===== config.mk =====
export PLATFORM = sky130hd
export DESIGN_NAME = signed_divide_saturating_unit
export DESIGN_NICKNAME = d
export VERILOG_FILES = /design/src/rtl/core/sdsu_pkg.sv /design/src/rtl/core/sdsu_cell.sv /design/src/rtl/core/signed_divide_saturating_unit.sv
export SDC_FILE = /design/constraint.sdc
export NUM_CORES = 1
export LEC_CHECK = 0
export BUFFER_PORTS_ARGS = -buffer_cell sky130_fd_sc_hd__clkbuf_2
export CORE_MARGIN = 3
export CORE_UTILIZATION = 52
export DETAILED_ROUTE_END_ITERATION = 8
export GPL_ROUTABILITY_DRIVEN = 0
export GPL_TIMING_DRIVEN = 0
export PLACE_DENSITY_LB_ADDON = 0.05
export SLEW_MARGIN = 20
export SYNTH_ARGS = -nofsm -noshare
export SYNTH_HDL_FRONTEND = slang
export SYNTH_HIERARCHICAL = 1
export SYNTH_SLANG_ARGS = --single-unit

===== constraint.sdc =====
create_clock -name clk_i -period 13.15 [get_ports clk_i]
set_clock_uncertainty 0.2 [all_clocks]
set_input_delay 1.315 -clock clk_i [delete_from_list [all_inputs] [get_ports clk_i]]
set_output_delay 1.315 -clock clk_i [all_outputs]
set_load 0.02 [all_outputs]

===== src/rtl/core/sdsu_pkg.sv =====
package sdsu_pkg;

  // Default operand width.
  localparam int unsigned DataWidthDef = 32;

  // Per-cycle control broadcast from the sequencer to every cell of the row.
  typedef struct packed {
    logic load;  // start a new division
    logic step;  // perform one shift and subtract step
    logic take;  // the trial subtraction fits this step
  } ctrl_t;

endpackage


===== src/rtl/core/sdsu_cell.sv =====
module sdsu_cell
  import sdsu_pkg::*;
(
  input  logic  clk_i,
  input  ctrl_t ctrl_i,
  input  logic  shift_i,     // remainder bit handed up from the lower neighbor
  input  logic  num_i,       // dividend or quotient bit from the lower neighbor
  input  logic  num_load_i,  // dividend magnitude bit for this position
  input  logic  den_i,       // divisor magnitude bit for this position
  input  logic  borrow_i,    // borrow from the lower neighbor
  output logic  rem_o,
  output logic  num_o,
  output logic  borrow_o
);

  logic rem_q, rem_d;
  logic num_q, num_d;
  logic diff;

  // One bit of the trial subtraction of the divisor from the shifted remainder.
  assign diff     = shift_i ^ den_i ^ borrow_i;
  assign borrow_o = (~shift_i & den_i) | (~shift_i & borrow_i) | (den_i & borrow_i);

  // A step keeps the difference if the subtraction fits, else the shifted value.
  always_comb begin
    rem_d = rem_q;
    num_d = num_q;
    if (ctrl_i.load) begin
      rem_d = 1'b0;
      num_d = num_load_i;
    end else if (ctrl_i.step) begin
      rem_d = ctrl_i.take ? diff : shift_i;
      num_d = num_i;
    end
  end

  always_ff @(posedge clk_i) begin
    rem_q <= rem_d;
    num_q <= num_d;
  end

  assign rem_o = rem_q;
  assign num_o = num_q;

endmodule


===== src/rtl/core/signed_divide_saturating_unit.sv =====
// Signed integer divider, quotient truncated toward zero.
// Input channel: dividend_i and divisor_i, taken when in_valid_i and in_ready_o
// are both high. Output channel: quotient_o and div_by_zero_o, handed over
// when out_valid_o and out_ready_i are both high. One result per item.
// An item with a nonzero divisor is loaded into the row of bit cells, which
// forms one quotient bit per cycle; its result then moves to the output
// register. A zero divisor skips the row steps. A new item is taken only
// after the earlier one has left the row.
// A zero divisor raises div_by_zero_o with a zero quotient. The most negative
// value divided by minus one saturates to the largest positive value.
// The result sits in an output register, so a new item is taken while an
// earlier result still waits; if the receiver stalls, the finished quotient
// of the next item is held in the row until the output register frees up.
// Reset (rst_ni low) empties the block: no item pending, out_valid_o low.
module signed_divide_saturating_unit
  import sdsu_pkg::*;
#(
  parameter int unsigned DATA_WIDTH = DataWidthDef
) (
  input  logic                         clk_i,
  input  logic                         rst_ni,
  input  logic                         in_valid_i,
  output logic                         in_ready_o,
  input  logic signed [DATA_WIDTH-1:0] dividend_i,
  input  logic signed [DATA_WIDTH-1:0] divisor_i,
  output logic                         out_valid_o,
  input  logic                         out_ready_i,
  output logic signed [DATA_WIDTH-1:0] quotient_o,
  output logic                         div_by_zero_o
);

  localparam int unsigned CntW = $clog2(DATA_WIDTH);

  localparam logic [1:0] StIdle = 2'd0;
  localparam logic [1:0] StRun  = 2'd1;
  localparam logic [1:0] StFin  = 2'd2;

  logic [1:0]            state_q, state_d;
  logic [CntW-1:0]       cnt_q, cnt_d;
  logic                  neg_q, zero_q;
  logic [DATA_WIDTH-1:0] den_q;
  logic                  out_valid_q, out_valid_d;
  logic [DATA_WIDTH-1:0] quot_q, quot_d;
  logic                  dbz_q;

  logic                  in_acc, out_free;
  logic [DATA_WIDTH-1:0] a_u, b_u, mag_a, mag_b;
  logic [DATA_WIDTH-1:0] rem_vec, num_vec, borrow_vec;
  logic [DATA_WIDTH-1:0] max_pos;
  ctrl_t                 ctrl;

  assign in_ready_o = (state_q == StIdle);
  assign in_acc     = in_valid_i & in_ready_o;
  assign out_free   = ~out_valid_q | out_ready_i;

  // Operand magnitudes in unsigned form.
  assign a_u   = DATA_WIDTH'(dividend_i);
  assign b_u   = DATA_WIDTH'(divisor_i);
  assign mag_a = a_u[DATA_WIDTH-1] ? (~a_u + 1'b1) : a_u;
  assign mag_b = b_u[DATA_WIDTH-1] ? (~b_u + 1'b1) : b_u;

  // Operand bookkeeping captured when an item is taken.
  always_ff @(posedge clk_i) begin
    if (in_acc) begin
      den_q  <= mag_b;
      neg_q  <= a_u[DATA_WIDTH-1] ^ b_u[DATA_WIDTH-1];
      zero_q <= (b_u == '0);
    end
  end

  // Cell controls: the step fits when the carried-out top bit is set or no borrow.
  assign ctrl.load = in_acc;
  assign ctrl.step = (state_q == StRun);
  assign ctrl.take = rem_vec[DATA_WIDTH-1] | ~borrow_vec[DATA_WIDTH-1];

  // Row of bit cells: remainder and quotient bits move one place up each step.
  for (genvar i = 0; i < DATA_WIDTH; i++) begin : g_cell
    logic shift_in, num_in, borrow_in;
    if (i == 0) begin : g_low
      assign shift_in  = num_vec[DATA_WIDTH-1];
      assign num_in    = ctrl.take;
      assign borrow_in = 1'b0;
    end else begin : g_up
      assign shift_in  = rem_vec[i-1];
      assign num_in    = num_vec[i-1];
      assign borrow_in = borrow_vec[i-1];
    end

    sdsu_cell u_cell (
      .clk_i      (clk_i),
      .ctrl_i     (ctrl),
      .shift_i    (shift_in),
      .num_i      (num_in),
      .num_load_i (mag_a[i]),
      .den_i      (den_q[i]),
      .borrow_i   (borrow_in),
      .rem_o      (rem_vec[i]),
      .num_o      (num_vec[i]),
      .borrow_o   (borrow_vec[i])
    );
  end

  // Zero for a zero divisor, else sign correction and saturation of the quotient.
  assign max_pos = {1'b0, {(DATA_WIDTH-1){1'b1}}};
  always_comb begin
    if (zero_q) begin
      quot_d = '0;
    end else if (neg_q) begin
      quot_d = ~num_vec + 1'b1;
    end else if (num_vec[DATA_WIDTH-1]) begin
      quot_d = max_pos;
    end else begin
      quot_d = num_vec;
    end
  end

  // Sequencer: one quotient bit per cycle, then hand the result over.
  always_comb begin
    state_d     = state_q;
    cnt_d       = cnt_q;
    out_valid_d = out_valid_q;
    if (out_valid_q && out_ready_i) begin
      out_valid_d = 1'b0;
    end
    case (state_q)
      StIdle: begin
        if (in_acc) begin
          cnt_d   = '0;
          state_d = (b_u == '0) ? StFin : StRun;
        end
      end
      StRun: begin
        cnt_d = cnt_q + 1'b1;
        if (cnt_q == CntW'(DATA_WIDTH - 1)) begin
          state_d = StFin;
        end
      end
      StFin: begin
        if (out_free) begin
          out_valid_d = 1'b1;
          state_d     = StIdle;
        end
      end
      default: begin
        state_d = StIdle;
      end
    endcase
  end

  always_ff @(posedge clk_i or negedge rst_ni) begin
    if (!rst_ni) begin
      state_q     <= StIdle;
      cnt_q       <= '0;
      out_valid_q <= 1'b0;
    end else begin
      state_q     <= state_d;
      cnt_q       <= cnt_d;
      out_valid_q <= out_valid_d;
    end
  end

  // Output register, loaded as the result leaves the row.
  always_ff @(posedge clk_i) begin
    if (state_q == StFin && out_free) begin
      quot_q <= quot_d;
      dbz_q  <= zero_q;
    end
  end

  assign out_valid_o   = out_valid_q;
  assign quotient_o    = signed'(quot_q);
  assign div_by_zero_o = dbz_q;

endmodule


* Yosys cells after proc, flatten, opt, wreduce, memory -nomap -nowiden *
Index checks and enable logic that the tools add are counted.

word-level totals
  input bits = 68
  bits in registers = 139
  output and inout bits = 35
  word-level logic and storage cells = 461

operators by class
  bitwise operators = 260
  muxes and demuxes = 110
  eq/ne operators = 6
  add/subtract/negate cells = 4
  reduce and logical (&&, ||, !) cells = 8

operators with widths
  operator               count
  $mux 1                 99
  $add 32x1->32 const B  3
  $not 32->32            3
  $and 1x1->1            95
  $mux 32                2
  $or 1x1->1             64
  $xor 1x1->1            64
  $mux 31                2
  $not 1->1              34
  $logic_not 32->1       1
  $pmux 5 s2             1
  $mux 2                 4
  $pmux 2 s3             1
  $add 5x1->5 const B    1
  $eq 5x5->1 const B     1
  $mux 5                 1
  $ne 2x1->1 const B     2
  $reduce_bool 2->1      2
  $reduce_and 3->1       1
  $eq 2x1->1 const B     1
  $eq 2x2->1 const B     1
  $logic_and 1x1->1      2
  $logic_not 2->1        1
  $ne 2x2->1 const B     1
  $reduce_and 2->1       1

* Longest topological paths before layout *
  depth in word-level cells = 99
  gate-level depth with buffers = 36
  gate-level depth less buffers = 36

* Hierarchy *
The synthesis kept the hierarchy.

modules (own cells, without submodules)
  module                             seq. area each (µm²)  instances  area an instance (µm²)  cells an instance
  signed_divide_saturating_unit      2212.1                1          5064.9                  498
  sdsu_cell (g_cell[10].u_cell ...)  50.0                  28         122.6                   11
  sdsu_cell (g_cell[0].u_cell ...)   50.0                  4          116.4                   10

* Worst setup path after synthesis *
No wires, ideal clock.

  path kind = register to register
  from = reg g_cell[31].u_cell.num_q
  to = reg g_cell[0].u_cell.rem_q
  required time = 12639 ps
  path buffers = 0
  cell stages (with the launch flop) = 37
  setup slack = -1193 ps
  setup time = 311 ps
  period minus slack after synthesis = 14343 ps
  data arrival time = 13832 ps
  cells stage by stage = edfxtp_1 inv_1 fa_1 fa_1 fa_1 fa_1 fa_1 fa_1 fa_1 fa_1 fa_1 fa_1 fa_1 fa_1 fa_1 fa_1 fa_1 fa_1 fa_1 fa_1 fa_1 fa_1 fa_1 fa_1 fa_1 fa_1 fa_1 fa_1 fa_1 fa_1 fa_1 fa_1 fa_1 fa_1 nand2b_1 nand2b_1 a311oi_1

RTL lines
  item                    RTL line         RTL
  start, declared         sdsu_cell.sv:17  logic num_q, num_d;
  start signal, assigned  sdsu_cell.sv:39  num_q <= num_d;
  end signal, assigned    sdsu_cell.sv:38  rem_q <= rem_d;
  end, declared           sdsu_cell.sv:16  logic rem_q, rem_d;

* Worst setup path in the final report *
  from = reg g_cell[31].u_cell.num_q
  to = reg g_cell[26].u_cell.rem_q

on the way
  longest elaborated chain between the ends = 98
  elaborated cells between the ends (all ways) = 130
  those cells by class = mux: 1; bitwise: 129

RTL lines
  item                      RTL line                             RTL
  $not 1->1 (*)             sdsu_cell.sv:22                      assign borrow_o = (~shift_i & den_i) | (~shift_i & borrow_i) | (den_i & borrow_i);
  $and 1x1->1 (*)           sdsu_cell.sv:22
  named net borrow_vec[0]   signed_divide_saturating_unit.sv:48  logic [DATA_WIDTH-1:0] rem_vec, num_vec, borrow_vec;
  $and 1x1->1               sdsu_cell.sv:22
  $or 1x1->1                sdsu_cell.sv:22
  $or 1x1->1 (*)            sdsu_cell.sv:22
  named net borrow_vec[1]   signed_divide_saturating_unit.sv:48
  $and 1x1->1               sdsu_cell.sv:22
  [... 2 more ...]          n/a
  named net borrow_vec[2]   signed_divide_saturating_unit.sv:48
  [... 3 more ...]          n/a
  named net borrow_vec[3]   signed_divide_saturating_unit.sv:48
  [... 3 more ...]          n/a
  named net borrow_vec[4]   signed_divide_saturating_unit.sv:48
  [... 3 more ...]          n/a
  named net borrow_vec[5]   signed_divide_saturating_unit.sv:48
  [... 3 more ...]          n/a
  named net borrow_vec[6]   signed_divide_saturating_unit.sv:48
  [... 3 more ...]          n/a
  named net borrow_vec[7]   signed_divide_saturating_unit.sv:48
  [... 3 more ...]          n/a
  named net borrow_vec[8]   signed_divide_saturating_unit.sv:48
  [... 3 more ...]          n/a
  named net borrow_vec[9]   signed_divide_saturating_unit.sv:48
  [... 3 more ...]          n/a
  named net borrow_vec[10]  signed_divide_saturating_unit.sv:48
  [... 3 more ...]          n/a
  named net borrow_vec[11]  signed_divide_saturating_unit.sv:48
  [... 3 more ...]          n/a
  named net borrow_vec[12]  signed_divide_saturating_unit.sv:48
  [... 3 more ...]          n/a
  named net borrow_vec[13]  signed_divide_saturating_unit.sv:48
  [... 3 more ...]          n/a
  named net borrow_vec[14]  signed_divide_saturating_unit.sv:48
  [... 3 more ...]          n/a
  named net borrow_vec[15]  signed_divide_saturating_unit.sv:48
  [... 3 more ...]          n/a
  named net borrow_vec[16]  signed_divide_saturating_unit.sv:48
  [... 3 more ...]          n/a
  named net borrow_vec[17]  signed_divide_saturating_unit.sv:48
  [... 3 more ...]          n/a
  named net borrow_vec[18]  signed_divide_saturating_unit.sv:48
  [... 3 more ...]          n/a
  named net borrow_vec[19]  signed_divide_saturating_unit.sv:48
  [... 3 more ...]          n/a
  named net borrow_vec[20]  signed_divide_saturating_unit.sv:48
  [... 3 more ...]          n/a
  named net borrow_vec[21]  signed_divide_saturating_unit.sv:48
  [... 3 more ...]          n/a
  named net borrow_vec[22]  signed_divide_saturating_unit.sv:48
  [... 3 more ...]          n/a
  named net borrow_vec[23]  signed_divide_saturating_unit.sv:48
  [... 3 more ...]          n/a
  named net borrow_vec[24]  signed_divide_saturating_unit.sv:48
  [... 3 more ...]          n/a
  named net borrow_vec[25]  signed_divide_saturating_unit.sv:48
  [... 3 more ...]          n/a
  named net borrow_vec[26]  signed_divide_saturating_unit.sv:48
  [... 3 more ...]          n/a
  named net borrow_vec[27]  signed_divide_saturating_unit.sv:48
  [... 3 more ...]          n/a
  named net borrow_vec[28]  signed_divide_saturating_unit.sv:48
  [... 3 more ...]          n/a
  named net borrow_vec[29]  signed_divide_saturating_unit.sv:48
  [... 3 more ...]          n/a
  named net borrow_vec[30]  signed_divide_saturating_unit.sv:48
  $and 1x1->1               sdsu_cell.sv:22
  $or 1x1->1                sdsu_cell.sv:22
  $or 1x1->1 (*)            sdsu_cell.sv:22
  named net borrow_vec[31]  signed_divide_saturating_unit.sv:48
  $not 1->1 (*)             signed_divide_saturating_unit.sv:74  assign ctrl.take = rem_vec[DATA_WIDTH-1] | ~borrow_vec[DATA_WIDTH-1];
  $or 1x1->1 (*)            signed_divide_saturating_unit.sv:74
  $mux 1 (*)                sdsu_cell.sv:32                      rem_d = ctrl_i.take ? diff : shift_i;
  end signal, assigned      sdsu_cell.sv:38
  end, declared             sdsu_cell.sv:16

The timed path passes the listed nets; every way through them passes the cells marked *.
A chain may end at the register's enable or synchronous reset.

==> impl_results.md <==
* Status: completed
* H-tree Lvls at 4
* Cell mode on critical path: fa_2
* Cells after Synth at 846
* Leading area contributor after synthesis: edfxtp_1
* Clock share of power at 0.214
* Met2 Usage GRT at 0.415
* WL final at 22500 µm
* Via count at 7392
* Async S/R FF share, synth at 0.0576
* Max stage delay on crit path at 0.47 ns
* Final Max Tran Viols at 0
* FILL cells at 1322
* Clk_lat worst skew at 0.42 ns
* Post-synth top cells: 99 x edfxtp_1, 79 x inv_1, 67 x nor2_1
* GRT Util Overall at 0.242
* Sequential share of the synthesized area at 0.425
* DRT Pass-1 Iters at 9
* Placeable Area at 0.0167 mm²
* Max-cap viol count at 0
* Synth warn at 6
* Mean Syn Cell Area at 10.6 µm²
* Switching Share at 0.373
* Iteration-0 DRC count of the detailed router at 636
* Met3 GRT Util at 0.0416
* Fin crit share at 0.986
* Primary FF master, synth: edfxtp_1
* Pint at 1.39 mW
* Inserted Clock Buffers at 17
* Max Clk Rate at 77.1 MHz
* # DRC at 0
* Required time of the critical path at 13.27 ns
* Ant diodes at 0
* Mapped Nets at 951
* EDFF count, synth at 99
* Top Family by Delay on Critical Path: adder cells
* Routed len/inst at 18.5 µm
* Remaining antenna violation count at 0
* R2R cell count at 37
* RR Startpoint: g_cell[31].u_cell/num_o
* PD cells at 203 mW/mm²
* Port Buffers at 101
* GRT overflow at 0
* Grt met1 use at 0.302
* WS Path Type: reg2reg
* Clock transition at path regs at 0.06 ns
* Final Util at 0.653
* Sequential Power Share at 0.357
* Leakage at 4.21 nW
* Worst hold endpoint: div_by_zero_o
* Top-count cell post-synth: edfxtp_1
* Top cell type's share of synthesized area at 0.332
* Psw at 0.824 mW
* Initial core utilization at 0.537
* Worst Path Arrival at 13.09 ns
* Max-slew headroom at 0.229
* Setup slack, reg-to-reg at 0.18 ns
* Post-synth cell types at 62
* Unrepaired setup endpoints after global routing: yes
* Minimum clock period at 12.97 ns
* Number of global-route vias before repair at 7156
* Reg-to-reg critical path endpoint: g_cell[26].u_cell/rem_o
* Root buffer cell: clkbuf_16
* Sink Count at 139
* Dpl ws at -0.831 ns
* FF+latch area at 0.00381 mm²
* Worst min-delay path class: reg2reg
* Die ar. at 0.0188 mm²
* Via density at 6.09
* Hold_sp: zero_q
* Number of synthesized register bits at 139
* DIE WIDTH at 137 µm
* Fin. Hold Viols at 0
* # IOs at 103
* First-pass GRT wire length at 35600 µm
* Top cells by area, synth: edfxtp_1 33%, dfxtp_1 7.1%, fa_1 7.1%
* Logic pwr share at 0.429
* WP buf/inv at 2
* Setup crit start kind: flip-flop
* Synth-to-layout area growth at 21.7%
* Final setup fails at 0
* Number of cells on the worst hold path at 0
* DP HPWL at 15200 µm
* Multi-input logic area at 0.00511 mm²
* Slowest-stage cell, CP: edfxtp_1
* Slew @ Worst Pin at 1.15 ns
* TritonCTS clock tree: built
* Nets at 1085
* Synth Cell Area at 0.00896 mm²
* Chip height at 137 µm
* Initial antenna violation count at 0
* Gr busiest metal: met2
* Clock Path Buffers at 2
* Fraction of layout cells with a size suffix above 1 at 0.262
* FP Rows at 47
* Largest net degree at the start of global routing at 73
* Maximum fanout along the worst path at 8
* Critical Path End Type: flip-flop
* Max IR drop VDD at 116 µV
* Worst hold slack at 0.303 ns
* Setup WS post-layout at 0.181 ns
-- cell type report --
class,instances,share of cell area
plain buffers,28,0.0120
flip-flops and latches,139,0.350
clock buffers,20,0.0438
clock inverters,12,0.0103
inverters,79,0.0274
well taps,220,0.0252
multi-input cells,604,0.469
repair buffers,111,0.0630
-- power groups by stage --
stage | clock (mW) | sequential (mW) | combinational, mW
finish | 0.472 | 0.790 | 0.949
CTS | 0.480 | 0.780 | 0.861
detailed placement | 0 | 0.787 | 0.767
global route | 0.498 | 0.808 | 1.06
floorplan | 0 | 0.740 | 0.599
global placement | 0 | 0.785 | 0.722
-- state kept, by name, indices dropped and copies added (netlist names) --
signal and flops:
den_q 32, cnt_q 5, out_valid_o 1, state_q 2, g_cell.u_cell/rem_o 32, quotient_o 32, neg_q 1, zero_q 1
g_cell.u_cell/num_o 32, div_by_zero_o 1
-- how the worst max path moves through the flow --
stage	start	end	slack, ns	depth (start not counted)
floorplan	g_cell[31].u_cell/num_o	g_cell[0].u_cell/rem_o	0.003	36
global placement	g_cell[31].u_cell/num_o	g_cell[0].u_cell/rem_o	-0.86	36
detailed placement	g_cell[31].u_cell/num_o	g_cell[12].u_cell/rem_o	-0.83	36
CTS	g_cell[31].u_cell/num_o	g_cell[21].u_cell/rem_o	0.006	37
global route	g_cell[31].u_cell/num_o	g_cell[26].u_cell/rem_o	-0.09	37
finish	g_cell[31].u_cell/num_o	g_cell[26].u_cell/rem_o	0.18	37
-- repair_timing --
item                                    CTS  global route
cloned                                    4             1
pin swaps                                 8            10
gates resized for setup                  17            41
hold buffers                              0             0
buffers inserted                          5             0
endpoints found under the setup margin   33            33
-- logic make-up after synthesis --
family / count (synthesis) / share of synthesized area
simple gates: 305 / 0.200
compound gates: 165 / 0.149
flops: 139 / 0.425
buf+inv: 107 / 0.0477
xor+xnor: 59 / 0.0576
fa+ha+maj: 37 / 0.0784
mux: 33 / 0.0415
other cells: 1 / 0.000418
-- routing by layer --
metal  part of all wire  wire length (µm)
met5                  0                 0
met4              0.036               807
met3              0.064              1450
met2               0.50             11200
met1               0.40              9060
-- worst register-to-register path: cells and delay by family (launching register included) --
kind | cells | cell delay (ns)
fa+ha+maj | 32 | 11.42
flops | 1 | 0.47
compound gates | 1 | 0.30
buf+inv | 2 | 0.24
simple gates | 2 | 0.24
-- per-stage QoR --
stage / cell area, µm² / std cells / total power, mW / setup TNS [ns]
after detailed placement: 9910 / 1171 / 1.55 / -26.12
after global routing: 10900 / 1213 / 2.36 / -0.614
final: 10900 / 1213 / 2.21 / 0
after global placement: 9810 / 1167 / 1.51 / -25.43
after floorplan: 9030 / 846 / 1.34 / 0
after CTS: 10700 / 1212 / 2.12 / 0
-- cell usage in the layout (no fill, tap or decap), types with 29 or more instances in the layout --
cell	n
clkbuf_2	102
dfxtp_1	32
edfxtp_1	99
fa_2	32
inv_1	77
nand2_1	29
nor2_1	57
o41ai_2	32
or2_1	29
xnor2_1	57
(Power assumes the default switching activity.)
